## config.mk

```make
export PLATFORM = sky130hd
export DESIGN_NAME = i2c_eeprom_transaction_sequencer
export DESIGN_NICKNAME = d
export VERILOG_FILES = /design/src/hdl/i2cees_pkg.sv /design/src/hdl/i2c_eeprom_transaction_sequencer.sv
export SDC_FILE = /design/constraint.sdc
export NUM_CORES = 1
export LEC_CHECK = 0
export BUFFER_PORTS_ARGS = -buffer_cell sky130_fd_sc_hd__buf_2
export CORE_MARGIN = 2
export CORE_UTILIZATION = 30
export DETAILED_ROUTE_END_ITERATION = 10
export PLACE_DENSITY_LB_ADDON = 0.12
export SLEW_MARGIN = 20
export SYNTH_ARGS = -nofsm -noshare
export SYNTH_HDL_FRONTEND = slang
export SYNTH_SLANG_ARGS = --single-unit
```

## constraint.sdc

```tcl
create_clock -name clk -period 3.3 [get_ports clk]
set_input_delay 0.495 -clock clk [delete_from_list [all_inputs] [get_ports clk]]
set_output_delay 0.495 -clock clk [all_outputs]
set_load 0.005 [all_outputs]
```

## src/hdl/i2cees_pkg.sv

```systemverilog
package i2cees_pkg;

  localparam int PAGE_BYTES_DEF = 128;

  localparam logic [1:0] CMD_READ  = 2'd0;
  localparam logic [1:0] CMD_WRITE = 2'd1;
  localparam logic [1:0] CMD_EVENT = 2'd2;

  localparam logic [1:0] CFG_DEVICE_SELECT = 2'd0;
  localparam logic [1:0] CFG_WIDE_ADDRESS  = 2'd1;
  localparam logic [1:0] CFG_RETRY_LIMIT   = 2'd2;

  localparam logic [7:0] DEVICE_SELECT_RST = 8'hA0;
  localparam logic       WIDE_ADDRESS_RST  = 1'b1;
  localparam logic [7:0] RETRY_LIMIT_RST   = 8'd200;

  localparam logic [7:0] ST_START     = 8'h08;
  localparam logic [7:0] ST_REP_START = 8'h10;
  localparam logic [7:0] ST_SLAW_ACK  = 8'h18;
  localparam logic [7:0] ST_SLAW_NACK = 8'h20;
  localparam logic [7:0] ST_DATA_ACK  = 8'h28;
  localparam logic [7:0] ST_DATA_NACK = 8'h30;
  localparam logic [7:0] ST_ARB_LOST  = 8'h38;
  localparam logic [7:0] ST_SLAR_ACK  = 8'h40;
  localparam logic [7:0] ST_SLAR_NACK = 8'h48;
  localparam logic [7:0] ST_RX_ACK    = 8'h50;
  localparam logic [7:0] ST_RX_NACK   = 8'h58;
  localparam logic [7:0] ST_LOW_BITS  = 8'h07;

  localparam logic [2:0] ACT_NONE   = 3'd0;
  localparam logic [2:0] ACT_START  = 3'd1;
  localparam logic [2:0] ACT_SEND   = 3'd2;
  localparam logic [2:0] ACT_RX_ACK = 3'd3;
  localparam logic [2:0] ACT_RX_NAK = 3'd4;
  localparam logic [2:0] ACT_STOP   = 3'd5;

endpackage

```

## src/hdl/i2c_eeprom_transaction_sequencer.sv

```systemverilog
// An accepted request goes through the input register, then the result register, to result valid.
// Throughput: one request per cycle while out_stall is low; the phase and counter registers
// update in the same cycle as the result register, so the next request sees them at once.
// in_stall follows out_stall only while both the input and result registers are full.
// Reset (rst_n low, synchronous): sequencer idle, counters cleared, pipeline empty,
// configuration back to device select 0xA0, two address bytes, retry limit 200.
module i2c_eeprom_transaction_sequencer #(
  parameter int PAGE_BYTES = i2cees_pkg::PAGE_BYTES_DEF
) (
  input  logic        clk,
  input  logic        rst_n,
  input  logic        cfg_we,
  input  logic [1:0]  cfg_index,
  input  logic [7:0]  cfg_data,
  input  logic        in_valid,
  output logic        in_stall,
  input  logic [1:0]  in_command,
  input  logic [15:0] in_mem_address,
  input  logic [15:0] in_length,
  input  logic [7:0]  in_bus_status,
  input  logic [7:0]  in_rx_byte,
  input  logic [7:0]  in_write_byte,
  output logic        out_valid,
  input  logic        out_stall,
  output logic [2:0]  out_bus_action,
  output logic [7:0]  out_tx_byte,
  output logic        out_write_taken,
  output logic        out_read_valid,
  output logic [7:0]  out_read_byte,
  output logic        out_done_res,
  output logic        out_failed,
  output logic [15:0] out_byte_count
);

  // page offset = addr - floor(addr * MUL >> SHIFT) * PAGE_BYTES
  localparam int  PW    = $clog2(PAGE_BYTES);
  localparam int  RW    = PW + 1;
  localparam int  SHIFT = 16 + PW;
  localparam int  MW    = SHIFT - PW + 1;
  localparam int  PRW   = 16 + MW;
  localparam longint MUL = ((longint'(1) << SHIFT) + PAGE_BYTES - 1) / PAGE_BYTES;
  localparam logic [RW-1:0] PAGE_R = RW'(PAGE_BYTES);

  typedef enum logic [3:0] {
    PH_IDLE, PH_START, PH_SLAW, PH_ADDR_HI, PH_ADDR_LO,
    PH_REP, PH_SLAR, PH_RX, PH_TX
  } phase_t;

  logic [7:0] dev_sel_r;
  logic       wide_r;
  logic [7:0] retry_r;

  logic        s1_valid_r;
  logic [1:0]  s1_command_r;
  logic [15:0] s1_address_r;
  logic [15:0] s1_length_r;
  logic [7:0]  s1_status_r;
  logic [7:0]  s1_rx_byte_r;
  logic [7:0]  s1_write_byte_r;
  logic [15:0] s1_quot_r;

  phase_t      phase_r, phase_nxt;
  logic        is_write_r, is_write_nxt;
  logic [15:0] cur_address_r, cur_address_nxt;
  logic [15:0] remaining_r, remaining_nxt;
  logic [15:0] transferred_r, transferred_nxt;
  logic [7:0]  attempts_r, attempts_nxt;

  logic        out_valid_r;
  logic [2:0]  out_action_r;
  logic [7:0]  out_tx_r;
  logic        out_taken_r;
  logic        out_rvalid_r;
  logic [7:0]  out_rbyte_r;
  logic        out_done_r;
  logic        out_failed_r;
  logic [15:0] out_count_r;

  logic            out_load;
  logic            s1_adv;
  logic            in_acc;
  logic [PRW-1:0]  quot_prod;
  logic [15:0]     quot_in;
  logic [15:0]     page_base;
  logic [PW-1:0]   page_off;
  logic [RW-1:0]   room;
  logic [7:0]      st;
  logic [7:0]      sel;
  logic [15:0]     rem_dec;
  logic [15:0]     len;
  logic [2:0]      act;
  logic [7:0]      tx;
  logic            taken;
  logic            rv;
  logic [7:0]      rb;
  logic            dn;
  logic            fl;

  assign out_load = !out_valid_r || !out_stall;
  assign s1_adv   = s1_valid_r && out_load;
  assign in_stall = s1_valid_r && !out_load;
  assign in_acc   = in_valid && !in_stall;

  assign quot_prod = PRW'(in_mem_address) * PRW'(MUL);
  assign quot_in   = 16'(quot_prod >> SHIFT);
  assign page_base = 16'(s1_quot_r * 16'(PAGE_BYTES));
  assign page_off  = PW'(s1_address_r - page_base);
  assign room      = PAGE_R - RW'(page_off);

  always_ff @(posedge clk) begin
    if (!rst_n) begin
      dev_sel_r <= i2cees_pkg::DEVICE_SELECT_RST;
      wide_r    <= i2cees_pkg::WIDE_ADDRESS_RST;
      retry_r   <= i2cees_pkg::RETRY_LIMIT_RST;
    end else if (cfg_we) begin
      case (cfg_index)
        i2cees_pkg::CFG_DEVICE_SELECT: dev_sel_r <= cfg_data;
        i2cees_pkg::CFG_WIDE_ADDRESS:  wide_r    <= cfg_data[0];
        i2cees_pkg::CFG_RETRY_LIMIT:   retry_r   <= cfg_data;
        default: ;
      endcase
    end
  end

  always_ff @(posedge clk) begin
    if (!rst_n) begin
      s1_valid_r <= 1'b0;
    end else if (in_acc) begin
      s1_valid_r <= 1'b1;
    end else if (s1_adv) begin
      s1_valid_r <= 1'b0;
    end
    if (in_acc) begin
      s1_command_r    <= in_command;
      s1_address_r    <= in_mem_address;
      s1_length_r     <= in_length;
      s1_status_r     <= in_bus_status;
      s1_rx_byte_r    <= in_rx_byte;
      s1_write_byte_r <= in_write_byte;
      s1_quot_r       <= quot_in;
    end
  end

  always_comb begin
    phase_nxt       = phase_r;
    is_write_nxt    = is_write_r;
    cur_address_nxt = cur_address_r;
    remaining_nxt   = remaining_r;
    transferred_nxt = transferred_r;
    attempts_nxt    = attempts_r;
    act   = i2cees_pkg::ACT_NONE;
    tx    = 8'h00;
    taken = 1'b0;
    rv    = 1'b0;
    rb    = 8'h00;
    dn    = 1'b0;
    fl    = 1'b0;
    len   = s1_length_r;
    st    = s1_status_r & ~i2cees_pkg::ST_LOW_BITS;
    rem_dec = remaining_r - 16'd1;
    sel = dev_sel_r;
    if (!wide_r) begin
      sel[3:1] = sel[3:1] | cur_address_r[10:8];
    end

    case (s1_command_r)
      i2cees_pkg::CMD_READ, i2cees_pkg::CMD_WRITE: begin
        if (phase_r == PH_IDLE) begin
          cur_address_nxt = s1_address_r;
          is_write_nxt    = s1_command_r[0];
          transferred_nxt = 16'd0;
          if (s1_command_r == i2cees_pkg::CMD_WRITE && 16'(room) < s1_length_r) begin
            len = 16'(room);
          end
          remaining_nxt = len;
          if (retry_r == 8'd0) begin
            attempts_nxt = 8'd0;
            dn = 1'b1;
            fl = 1'b1;
            phase_nxt = PH_IDLE;
          end else begin
            attempts_nxt = 8'd1;
            act = i2cees_pkg::ACT_START;
            phase_nxt = PH_START;
          end
        end
      end
      i2cees_pkg::CMD_EVENT: begin
        if (phase_r != PH_IDLE) begin
          case (phase_r)
            PH_START: begin
              if (st == i2cees_pkg::ST_START || st == i2cees_pkg::ST_REP_START) begin
                act = i2cees_pkg::ACT_SEND;
                tx = sel;
                phase_nxt = PH_SLAW;
              end else if (st == i2cees_pkg::ST_ARB_LOST) begin
                act = i2cees_pkg::ACT_START;
                phase_nxt = PH_START;
              end else begin
                dn = 1'b1;
                fl = 1'b1;
                phase_nxt = PH_IDLE;
              end
            end
            PH_SLAW: begin
              if (st == i2cees_pkg::ST_SLAW_ACK) begin
                act = i2cees_pkg::ACT_SEND;
                if (wide_r) begin
                  tx = cur_address_r[15:8];
                  phase_nxt = PH_ADDR_HI;
                end else begin
                  tx = cur_address_r[7:0];
                  phase_nxt = PH_ADDR_LO;
                end
              end else if (st == i2cees_pkg::ST_SLAW_NACK) begin
                if (attempts_r >= retry_r) begin
                  dn = 1'b1;
                  fl = 1'b1;
                  phase_nxt = PH_IDLE;
                end else begin
                  attempts_nxt = attempts_r + 8'd1;
                  act = i2cees_pkg::ACT_START;
                  phase_nxt = PH_START;
                end
              end else if (st == i2cees_pkg::ST_ARB_LOST) begin
                act = i2cees_pkg::ACT_START;
                phase_nxt = PH_START;
              end else begin
                act = i2cees_pkg::ACT_STOP;
                dn = 1'b1;
                fl = 1'b1;
                phase_nxt = PH_IDLE;
              end
            end
            PH_ADDR_HI: begin
              if (st == i2cees_pkg::ST_DATA_ACK) begin
                act = i2cees_pkg::ACT_SEND;
                tx = cur_address_r[7:0];
                phase_nxt = PH_ADDR_LO;
              end else if (st == i2cees_pkg::ST_DATA_NACK) begin
                act = i2cees_pkg::ACT_STOP;
                dn = 1'b1;
                phase_nxt = PH_IDLE;
              end else if (st == i2cees_pkg::ST_ARB_LOST) begin
                act = i2cees_pkg::ACT_START;
                phase_nxt = PH_START;
              end else begin
                act = i2cees_pkg::ACT_STOP;
                dn = 1'b1;
                fl = 1'b1;
                phase_nxt = PH_IDLE;
              end
            end
            PH_ADDR_LO: begin
              if (st == i2cees_pkg::ST_DATA_ACK) begin
                if (!is_write_r) begin
                  act = i2cees_pkg::ACT_START;
                  phase_nxt = PH_REP;
                end else if (remaining_r != 16'd0) begin
                  act = i2cees_pkg::ACT_SEND;
                  tx = s1_write_byte_r;
                  taken = 1'b1;
                  phase_nxt = PH_TX;
                end else begin
                  act = i2cees_pkg::ACT_STOP;
                  dn = 1'b1;
                  phase_nxt = PH_IDLE;
                end
              end else if (st == i2cees_pkg::ST_DATA_NACK) begin
                act = i2cees_pkg::ACT_STOP;
                dn = 1'b1;
                phase_nxt = PH_IDLE;
              end else if (st == i2cees_pkg::ST_ARB_LOST) begin
                act = i2cees_pkg::ACT_START;
                phase_nxt = PH_START;
              end else begin
                act = i2cees_pkg::ACT_STOP;
                dn = 1'b1;
                fl = 1'b1;
                phase_nxt = PH_IDLE;
              end
            end
            PH_REP: begin
              if (st == i2cees_pkg::ST_START || st == i2cees_pkg::ST_REP_START) begin
                act = i2cees_pkg::ACT_SEND;
                tx = sel | 8'h01;
                phase_nxt = PH_SLAR;
              end else if (st == i2cees_pkg::ST_ARB_LOST) begin
                act = i2cees_pkg::ACT_START;
                phase_nxt = PH_START;
              end else begin
                act = i2cees_pkg::ACT_STOP;
                dn = 1'b1;
                fl = 1'b1;
                phase_nxt = PH_IDLE;
              end
            end
            PH_SLAR: begin
              if (st == i2cees_pkg::ST_SLAR_ACK) begin
                if (remaining_r != 16'd0) begin
                  act = (remaining_r > 16'd1) ? i2cees_pkg::ACT_RX_ACK
                                              : i2cees_pkg::ACT_RX_NAK;
                  phase_nxt = PH_RX;
                end else begin
                  act = i2cees_pkg::ACT_STOP;
                  dn = 1'b1;
                  phase_nxt = PH_IDLE;
                end
              end else if (st == i2cees_pkg::ST_SLAR_NACK) begin
                act = i2cees_pkg::ACT_STOP;
                dn = 1'b1;
                phase_nxt = PH_IDLE;
              end else if (st == i2cees_pkg::ST_ARB_LOST) begin
                act = i2cees_pkg::ACT_START;
                phase_nxt = PH_START;
              end else begin
                act = i2cees_pkg::ACT_STOP;
                dn = 1'b1;
                fl = 1'b1;
                phase_nxt = PH_IDLE;
              end
            end
            PH_RX: begin
              if (st == i2cees_pkg::ST_RX_ACK || st == i2cees_pkg::ST_RX_NACK) begin
                rv = 1'b1;
                rb = s1_rx_byte_r;
                transferred_nxt = transferred_r + 16'd1;
                remaining_nxt = rem_dec;
                if (st == i2cees_pkg::ST_RX_NACK || rem_dec == 16'd0) begin
                  act = i2cees_pkg::ACT_STOP;
                  dn = 1'b1;
                  phase_nxt = PH_IDLE;
                end else begin
                  act = (rem_dec > 16'd1) ? i2cees_pkg::ACT_RX_ACK
                                          : i2cees_pkg::ACT_RX_NAK;
                  phase_nxt = PH_RX;
                end
              end else begin
                act = i2cees_pkg::ACT_STOP;
                dn = 1'b1;
                fl = 1'b1;
                phase_nxt = PH_IDLE;
              end
            end
            PH_TX: begin
              if (st == i2cees_pkg::ST_DATA_ACK) begin
                transferred_nxt = transferred_r + 16'd1;
                remaining_nxt = rem_dec;
                if (rem_dec != 16'd0) begin
                  act = i2cees_pkg::ACT_SEND;
                  tx = s1_write_byte_r;
                  taken = 1'b1;
                  phase_nxt = PH_TX;
                end else begin
                  act = i2cees_pkg::ACT_STOP;
                  dn = 1'b1;
                  phase_nxt = PH_IDLE;
                end
              end else begin
                act = i2cees_pkg::ACT_STOP;
                dn = 1'b1;
                fl = 1'b1;
                phase_nxt = PH_IDLE;
              end
            end
            default: begin
              phase_nxt = PH_IDLE;
            end
          endcase
        end
      end
      default: ;
    endcase
  end

  always_ff @(posedge clk) begin
    if (!rst_n) begin
      phase_r       <= PH_IDLE;
      is_write_r    <= 1'b0;
      cur_address_r <= 16'd0;
      remaining_r   <= 16'd0;
      transferred_r <= 16'd0;
      attempts_r    <= 8'd0;
      out_valid_r   <= 1'b0;
    end else begin
      if (out_load) begin
        out_valid_r <= s1_valid_r;
      end
      if (s1_adv) begin
        phase_r       <= phase_nxt;
        is_write_r    <= is_write_nxt;
        cur_address_r <= cur_address_nxt;
        remaining_r   <= remaining_nxt;
        transferred_r <= transferred_nxt;
        attempts_r    <= attempts_nxt;
      end
    end
    if (s1_adv) begin
      out_action_r <= act;
      out_tx_r     <= tx;
      out_taken_r  <= taken;
      out_rvalid_r <= rv;
      out_rbyte_r  <= rb;
      out_done_r   <= dn;
      out_failed_r <= fl;
      out_count_r  <= transferred_nxt;
    end
  end

  assign out_valid       = out_valid_r;
  assign out_bus_action  = out_action_r;
  assign out_tx_byte     = out_tx_r;
  assign out_write_taken = out_taken_r;
  assign out_read_valid  = out_rvalid_r;
  assign out_read_byte   = out_rbyte_r;
  assign out_done_res    = out_done_r;
  assign out_failed      = out_failed_r;
  assign out_byte_count  = out_count_r;

`ifndef SYNTHESIS
  a_fail_needs_done: assert property (@(posedge clk) disable iff (!rst_n)
    out_valid_r && out_failed_r |-> out_done_r)
    else $error("failure reported without done");

  a_taken_is_send: assert property (@(posedge clk) disable iff (!rst_n)
    out_valid_r && out_taken_r |-> out_action_r == i2cees_pkg::ACT_SEND && !out_done_r)
    else $error("write byte taken without a send");

  a_done_goes_idle: assert property (@(posedge clk) disable iff (!rst_n)
    s1_adv && dn |=> phase_r == PH_IDLE)
    else $error("sequencer busy after done");

  a_count_tracks: assert property (@(posedge clk) disable iff (!rst_n)
    s1_adv |=> out_count_r == transferred_r)
    else $error("byte count out of step with state");
`endif

endmodule
```

Yosys cells after proc, flatten, opt, wreduce, memory -nomap -nowiden
Cells that the tools add are included.
{"block": "classes", "addsub": 5, "n_lt_le_gt_ge": 4, "n_eq_ne": 32, "mux": 122, "bitwise_logic": 1, "reduce_logical": 35}
{"op": "two-way mux 16 bit", "n": 9}
{"op": "two-way mux 8 bit", "n": 16}
{"op": "case mux 16 bit (2 select lines)", "n": 4}
{"op": "two-way mux 3 bit", "n": 25}
{"op": "case mux 8 bit (6 select lines)", "n": 1}
{"op": "two-way mux 1 bit", "n": 44}
{"op": "two-way mux 4 bit", "n": 11}
{"op": "> comparator 16 x 1 -> 1 bit, second input constant", "n": 2}
{"op": "case mux 4 bit (8 select lines)", "n": 1}
{"op": "nonzero test 16 bit", "n": 2}
{"op": "case mux 3 bit (8 select lines)", "n": 1}
{"op": "equality test 5 x 3 -> 1 bit, second input constant", "n": 4}
{"op": "equality test 5 x 4 -> 1 bit, second input constant", "n": 4}
{"op": "adder 16 x 1 -> 16 bit, second input constant", "n": 1}
{"op": "equality test 4 x 3 -> 1 bit, second input constant", "n": 4}
{"op": "logical NOT 16 bit", "n": 1}
{"op": "less-than comparator 8 x 16 -> 1 bit", "n": 1}
{"op": "case mux 8 bit (2 select lines)", "n": 1}
{"op": "subtractor 16 x 1 -> 16 bit, second input constant", "n": 1}
{"op": "equality test 5 x 2 -> 1 bit, second input constant", "n": 2}
{"op": "!= test 2 bit, second input constant", "n": 5}
{"op": "adder 8 x 1 -> 8 bit, second input constant", "n": 1}
{"op": "equality test 4 x 2 -> 1 bit, second input constant", "n": 2}
{"op": ">= comparator 8 bit", "n": 1}
{"op": "other kinds (31)", "n": 55}
{"block": "word_totals", "register_bits": 177, "in_bits": 73, "output_inout_bits": 41, "word_cells": 224}

Depth between registers and ports, before layout
Gate-level depths: netlist of run 1.
{"block": "depth", "depth_word": 8, "depth_mapped": 12, "ltp_nobuf": 12}

Least setup slack after synthesis of run 1
No wires, ideal clock.
{"block": "synth_path", "kind": "input-to-reg", "startpoint": "input out_stall", "endpoint": "register s1_address_r[0], enable pin", "setup_time_ns": 0.474, "arrival_time_ns": 3.170, "required_time_ns": 2.826, "setup_slack_ns": -0.344, "cell_stages": 2, "n_path_buf": 0, "path_cell_list": "and3_1 -> nor2b_1"}
{"block": "synth_between", "elab_chain_len": 6}
{"item": "start, declared", "line_no": "i2c_eeprom_transaction_sequencer.sv:24", "source": "input logic out_stall,"}
{"item": "logical NOT 1 bit", "line_no": "i2c_eeprom_transaction_sequencer.sv:99", "source": "assign out_load = !out_valid_r || !out_stall;"}
{"item": "logical OR 1 bit", "line_no": "i2c_eeprom_transaction_sequencer.sv:99"}
{"item": "logical NOT 1 bit", "line_no": "i2c_eeprom_transaction_sequencer.sv:101", "source": "assign in_stall = s1_valid_r && !out_load;"}
{"item": "logical AND 1 bit", "line_no": "i2c_eeprom_transaction_sequencer.sv:101"}
{"item": "logical NOT 1 bit", "line_no": "i2c_eeprom_transaction_sequencer.sv:102", "source": "assign in_acc = in_valid && !in_stall;"}
{"item": "logical AND 1 bit", "line_no": "i2c_eeprom_transaction_sequencer.sv:102"}
{"item": "via in_acc", "line_no": "i2c_eeprom_transaction_sequencer.sv:81", "source": "logic in_acc;"}
{"item": "end signal, assigned", "line_no": "i2c_eeprom_transaction_sequencer.sv:135", "source": "s1_address_r <= in_mem_address;"}
{"item": "end, declared", "line_no": "i2c_eeprom_transaction_sequencer.sv:55", "source": "logic [15:0] s1_address_r;"}
The timed path passes the listed nets, and every way through them passes these cells.
A chain may end at the register's enable or synchronous reset.

Final worst setup path of run 1
{"block": "layout_path", "startpoint": "register s1_address_r[2]", "endpoint": "register remaining_r[3]"}
{"block": "layout_between", "elab_chain_len": 7}
{"item": "subtractor 7 x 1 -> 7 bit (*)", "line_no": "i2c_eeprom_transaction_sequencer.sv:107", "source": "assign page_off = PW'(s1_address_r - page_base);"}
{"item": "subtractor 8 x 7 -> 8 bit (*)", "line_no": "i2c_eeprom_transaction_sequencer.sv:108", "source": "assign room = PAGE_R - RW'(page_off);"}
{"item": "less-than comparator 8 x 16 -> 1 bit", "line_no": "i2c_eeprom_transaction_sequencer.sv:172", "source": "if (s1_command_r == i2cees_pkg::CMD_WRITE && 16'(room) < s1_length_r) begin"}
{"item": "logical AND 1 bit", "line_no": "i2c_eeprom_transaction_sequencer.sv:172"}
{"item": "two-way mux 16 bit (*)", "line_no": "i2c_eeprom_transaction_sequencer.sv:172"}
{"item": "two-way mux 16 bit (*)", "line_no": "i2c_eeprom_transaction_sequencer.sv:168", "source": "if (phase_r == PH_IDLE) begin"}
{"item": "case mux 16 bit (2 select lines) (*)", "line_no": "i2c_eeprom_transaction_sequencer.sv:166", "source": "case (s1_command_r)"}
{"item": "end signal, assigned", "line_no": "i2c_eeprom_transaction_sequencer.sv:393", "source": "remaining_r <= remaining_nxt;"}
{"item": "end, declared", "line_no": "i2c_eeprom_transaction_sequencer.sv:65", "source": "logic [15:0] remaining_r, remaining_nxt;"}
Mark *: on every way between the ends. The rest lies on a longest branch, timed or not. The select of a mux whose other input is x is not followed.

==> summary.txt, run 1 <==
Congestion Overflow GR: 0
RSZ-0062 raised after global routing: false
YS warnings: 0
Top cell type's share of synthesized area: 32.5%
Setup Fix Bufs, Post-CTS: 0
Non-filler cells, final: 1,428
Cts bufs inserted: 17
Asr flop ratio synth: 0%
Worst min-delay path class: in2reg
Ports: 114
Max clock buf depth: 2
RR Endpoint: remaining_r[3]
# diodes: 0
Initial antenna violation count: 0
Seq/Total Area, Yosys: 50.9%
Total wire length: 24,300 um
Die area: 0.0303 mm^2
Port bufs: 110
Area leader, netlist: edfxtp_1
Worst Hold Path EP: s1_address_r[15]
# clock sinks: 174
CTS tree: done
Fmax: 331 MHz
Finished Cell Area: 0.0104 mm^2
Hold Crit Start: in_mem_address[15]
Reg power frac: 48.6%
Mapped cell area: 0.00869 mm^2
Dpl hpwl: 17,300 um
CTS H-Tree Depth: 4
Nets: 1,126
CP top delay family: compound AO/OA/AOI/OAI gates
Post-Syn Nets: 1,010
Slowest stage cell, crit path: edfxtp_1
Leak: 3.94 nW
Setup crit end kind: register
1st-iter DRT viols: 556
EDFF count, synth: 94
Setup Viol. Count Final: 0
Post-layout min period: 3.02 ns
Core Region: 0.0286 mm^2
P_int: 3.61 mW
Worst path bufs/invs: 0
Die X-Extent: 174 um
Fin Setup TNS: 0 ns
Power Dens Cells: 482 mW/mm^2
Total track usage: 16.2%
DIE HEIGHT: 174 um
Slew @ Worst Pin: 0.869 ns
Reg2Reg Launch Point: s1_address_r[2]
Share of cells above drive strength 1: 19.5%
Max-slew violations: 0
DP Area: 0.00980 mm^2
Largest net degree at the start of global routing: 54
Flops & latches, synth: 174
CP Data Required Time: 3.66 ns
Final GP Congestion: 0.853
Rows: 62
Via count: 7,165
Synth cell types: 73
Clk pwr share: 41.5%
Worst reg2reg path depth: 11
First-pass GRT wire length: 38,900 um
Fillers: 2,979
Hold_buf cts: 0
Post-Synthesis Cells: 915
Most frequent cells in the layout: nand2_1 (118), buf_2 (110), edfxtp_1 (94)
Vias in the first global route: 6,958
Initial core utilization: 30.3%
Clk root buf: clkbuf_16
CTS resizes: 0
Gate power share: 9.9%
Tcrit/Tclk final: 91.7%
Status: finished clean
Crit-path cells: nor2_1 -> nor4b_1 -> xnor2_1 -> ha_1 -> and3_1 -> a221o_1 -> a31oi_1 -> o21ba_2 -> o22ai_1 -> or3_1 -> a21oi_1
Area grow syn2layout: 19.8%
Max Cap Viol: 0
Average via count per standard cell: 5.02
First-pass DRT Iterations: 6
Crit-path max FO: 5
DP Cell Count: 1,396
Switching share of power: 28.2%
Setup CP Type: reg2reg
Rel. slew slack: 41.6%
Clock transition at path regs: 0.08 ns
Worst Hold Depth: 1
Maximum vdd drop: 0.274 mV
Max incr delay on CP: 0.47 ns
Worst-Skew Late Latency: 0.44 ns
Avg WL per Cell: 17.0 um
Worst Path Arrival: 3.38 ns
Synth Flop Type: edfxtp_1
Hold violation count in the final report: 0
Syn Area/Cell: 9.49 um^2
Setup crit start kind: register
Reg2Reg Setup Slack: 0.28 ns
Clk_skew: 0.0140 ns
Antenna-violating nets left: 0
Largest cells by area after synthesis: edfxtp_1 (32%), dfxtp_1 (18%), nand2_1 (5.1%)
Switching power: 1.41 mW
Commonest non-fill, non-tap cell in the layout: nand2_1
DRC: 0
[Yosys cell counts (7+ instances only)]
master,number
a31oi_1,22
inv_1,35
nor2b_1,10
o22ai_1,9
nor4_1,11
nor3_1,14
xor2_1,8
clkbuf_1,38
nor2_1,84
nor3b_1,7
edfxtp_1,94
nand4_1,10
nand2_1,118
nand3_1,21
and3_1,22
dfxtp_1,80
mux2i_1,23
a21oi_1,80
ha_1,22
or3_1,9
o21ai_0,64
[per-stage QoR]
stage / util (%) / hold WS [ns] / power (mW) / worst slack (ns)
after CTS: 36.4 / 0.209 / 5.08 / 0.265
after global placement: 34.2 / 0.447 / 2.99 / 0.320
after global routing: 36.4 / 0.202 / 5.24 / 0.0419
final: 36.4 / 0.225 / 5.02 / 0.275
after detailed placement: 34.2 / 0.450 / 2.99 / 0.304
after floorplan: - / 0.436 / 2.78 / 0.509
[per-layer routing]
layer | part of all wire, % | track usage, % | vias up | wire [um]
li1 | - | - | 3605 | -
met1 | 50 | 22.7 | 3377 | 12100
met2 | 45 | 25.7 | 160 | 10900
met3 | 3.7 | 2.84 | 23 | 894
met4 | 1.5 | 4.76 | 0 | 362
met5 | 0 | 0 | - | 0
[registers in the layout, summed over array words and instances (netlist names), 2 cells and up]
signal and flops:
out_byte_count 16, s1_address_r 16, s1_write_byte_r 8, s1_rx_byte_r 8, phase_r 4, remaining_r 16, out_tx_byte 8, transferred_r 16
retry_r 8, s1_length_r 16, attempts_r 8, out_bus_action 3, dev_sel_r 8, cur_address_r 16, s1_status_r 5, out_read_byte 8
s1_command_r 2
[logic make-up after synthesis]
logic type	after synthesis	synth area share, %
AO/OA/AOI/OAI	251	18.0
XOR/XNOR	14	1.41
adder cells (fa/ha/maj)	22	3.17
buffers and inverters	81	3.67
flip-flops	174	50.9
multiplexers	25	2.91
AND/OR/NAND/NOR	348	19.9
[power groups by stage]
stage	logic [mW]	registers [mW]	clock network [mW]
after global placement	0.500	2.49	0
after CTS	0.504	2.44	2.14
after floorplan	0.310	2.47	0
final	0.499	2.44	2.08
after detailed placement	0.501	2.49	0
after global routing	0.565	2.45	2.23
[layout make-up]
cell class	count	area, um^2	share of cell area (%)
clock buffers	17	425	4.09
inverters	35	131	1.26
clock inverters	15	184	1.77
repair buffers	143	811	7.79
multi-input cells	660	3950	38.0
well taps	384	480	4.62
flip-flops and latches	174	4420	42.5
[how the worst max path moves through the flow]
stage / from / to / slack [ns] / cells after the start
after floorplan: out_stall / transferred_r[8] / 0.51 / 7
after global placement: s1_address_r[2] / remaining_r[3] / 0.32 / 11
after detailed placement: s1_address_r[2] / remaining_r[3] / 0.30 / 11
after CTS: s1_address_r[2] / remaining_r[3] / 0.26 / 11
after global routing: s1_address_r[2] / remaining_r[3] / 0.04 / 11
final: s1_address_r[2] / remaining_r[3] / 0.28 / 11
Note: power is estimated with default switching activity, not from simulation.
==> inputs of run 2 (changes only) <==
Settings changed: RECOVER_POWER from default to 100.
==> summary.txt, run 2 (synthesized netlist as in run 1, its figures left out) <==
CP top delay family: compound AO/OA/AOI/OAI gates
DIE HEIGHT: 174 um (unchanged)
CTS resizes: 0 (unchanged)
Cts bufs inserted: 17 (unchanged)
Hold Crit Start: in_mem_address[15]
Max incr delay on CP: 0.47 ns (about the same)
P_int: 3.60 mW (-0.19%)
Rel. slew slack: -39.4% (-81 points)
Switching share of power: 28.1% (about the same)
Share of cells above drive strength 1: 16.8% (-2.8 points)
Nets: 1,126 (unchanged)
Slew @ Worst Pin: 2.09 ns (+1.22 ns)
Failing checks: max-capacitance violations, max-slew violations
Power Dens Cells: 485 mW/mm^2 (+0.64%)
Rows: 62 (unchanged)
Vias in the first global route: 6,958 (unchanged)
Finished Cell Area: 0.0103 mm^2 (-0.85%)
Max clock buf depth: 2 (unchanged)
Max Cap Viol: 2 (+2)
GR Layer Usage met2: 25.7% (unchanged)
Dpl hpwl: 17,300 um (unchanged)
Fillers: 2,996 (+0.57%)
Maximum vdd drop: 0.274 mV (about the same)
CTS tree: done
GR Layer Usage met3: 2.84% (unchanged)
Fin Setup TNS: 0 ns (unchanged)
CTS H-Tree Depth: 4 (unchanged)
Clk pwr share: 41.5% (about the same)
Initial antenna violation count: 0 (unchanged)
Setup Fix Bufs, Post-CTS: 0 (unchanged)
Die X-Extent: 174 um (unchanged)
Slowest stage cell, crit path: edfxtp_1
Leak: 3.86 nW (-1.8%)
Setup crit start kind: register
GR peak layer: met2
Setup crit end kind: register
Commonest non-fill, non-tap cell in the layout: nand2_1
Average via count per standard cell: 5.04 (+0.36%)
Avg WL per Cell: 17.0 um (-0.12%)
Met1 GRT Util: 22.7% (unchanged)
Worst Hold Path EP: s1_address_r[15]
Reg2Reg Launch Point: s1_address_r[2]
First-pass GRT wire length: 38,900 um (unchanged)
Worst reg2reg path depth: 11 (unchanged)
First-pass DRT Iterations: 5 (-1)
Power Total: 5.01 mW (-0.22%)
Clk root buf: clkbuf_16
Post-layout min period: 3.01 ns (-0.0133 ns)
Crit-path max FO: 5 (unchanged)
Reg power frac: 48.7% (about the same)
RR Endpoint: remaining_r[6]
Worst min-delay path class: in2reg
RSZ-0062 raised after global routing: false
Gate power share: 9.8% (about the same)
Congestion Overflow GR: 0 (unchanged)
Max-slew violations: 46 (+46)
Die area: 0.0303 mm^2 (unchanged)
# clock sinks: 174 (unchanged)
Via count: 7,191 (+0.36%)
Tcrit/Tclk final: 91.3% (-0.40 points)
Largest net degree at the start of global routing: 54 (unchanged)
Ports: 114 (unchanged)
Crit path depth: 11 (unchanged)
Final core utilization: 36.1% (-0.31 points)
Crit-path cells: nor2_1 -> nor4b_1 -> xnor2_1 -> ha_1 -> and3_1 -> a221o_1 -> a31oi_1 -> o21ai_0 -> buf_4 -> mux2i_1 -> o22ai_1
Setup CP Type: reg2reg
Antenna-violating nets left: 0 (unchanged)
CP Data Required Time: 3.56 ns (-0.10 ns)
DRC: 0 (unchanged)
Hold violation count in the final report: 0 (unchanged)
Worst path bufs/invs: 1 (+1)
Most frequent cells in the layout: nand2_1 (118), buf_2 (95), edfxtp_1 (94)
Clk_skew: 0.0144 ns (+0.000407 ns)
Clock transition at path regs: 0.08 ns (about the same)
Total track usage: 16.2% (unchanged)
Core Region: 0.0286 mm^2 (unchanged)
Fmax: 332 MHz (+0.44%)
DP Area: 0.00980 mm^2 (unchanged)
Port bufs: 110 (unchanged)
Hold_buf cts: 0 (unchanged)
# diodes: 0 (unchanged)
1st-iter DRT viols: 523 (-5.9%)
Setup Viol. Count Final: 0 (unchanged)
Reg2Reg Setup Slack: 0.29 ns (about the same)
Worst Path Arrival: 3.27 ns (-0.11 ns)
Switching power: 1.41 mW (-0.32%)
Status: finished with violations
Area grow syn2layout: 18.8%
Worst-Skew Late Latency: 0.44 ns (about the same)
Initial core utilization: 30.3% (unchanged)
Final GP Congestion: 0.853 (unchanged)
Total wire length: 24,200 um (-0.12%)
Worst Hold Depth: 1 (unchanged)
## run 2: changes by cell type in the layout (fill, tap and decap cells not counted), moves of 2 or more
cell | previous run | this run
nor3_2 | 2 | 0
clkbuf_2 | 0 | 4
buf_2 | 110 | 95
and2_1 | 5 | 3
and2_0 | 2 | 4
clkbuf_1 | 0 | 21
nor3_1 | 14 | 16
buf_4 | 32 | 22
## run 2: metal layers
layer	share of wire (%)	up-vias	wire, um
li1	-	3613	-
met1	50	3400	12200
met2	44	154	10800
met3	3.7	24	886
met4	1.5	0	366
met5	0	-	0
## run 2: worst max path at each step
stage	start	to	slack [ns]
after floorplan	out_stall	transferred_r[8]	0.51
after global placement	s1_address_r[2]	remaining_r[3]	0.32
after detailed placement	s1_address_r[2]	remaining_r[3]	0.30
after CTS	s1_address_r[2]	remaining_r[3]	0.26
after global routing	s1_address_r[2]	remaining_r[6]	0.03
final	s1_address_r[2]	remaining_r[6]	0.29
## run 2: worst reg2reg max path, stage by stage (launching register included)
cell,delay (ns)
edfxtp_1,0.47
nor2_1,0.16
nor4b_1,0.30
xnor2_1,0.22
ha_1,0.29
and3_1,0.16
a221o_1,0.34
a31oi_1,0.21
o21ai_0,0.17
buf_4,0.21
mux2i_1,0.20
o22ai_1,0.10
## run 2: cell type report
cell class | instances | area (um^2) | share of cell area (%)
well taps | 384 | 480 | 4.66
flip-flops and latches | 174 | 4420 | 42.9
multi-input cells | 660 | 3920 | 37.9
inverters | 35 | 131 | 1.27
clock buffers | 17 | 425 | 4.12
clock inverters | 15 | 184 | 1.78
repair buffers | 143 | 759 | 7.36
## run 2: per-stage QoR
stage               std cells  worst slack [ns]  hold slack [ns]
floorplan                 915             0.509            0.436
global placement         1396             0.320            0.447
detailed placement       1396             0.304            0.450
CTS                      1428             0.265            0.209
global route             1428            0.0327            0.202
finish                   1428             0.289            0.225
## run 2: power groups by stage
stage	clock (mW)	sequential [mW]	combinational (mW)
CTS	2.14	2.44	0.504
detailed placement	0	2.49	0.501
global placement	0	2.49	0.500
global route	2.23	2.45	0.556
floorplan	0	2.47	0.310
finish	2.08	2.44	0.490
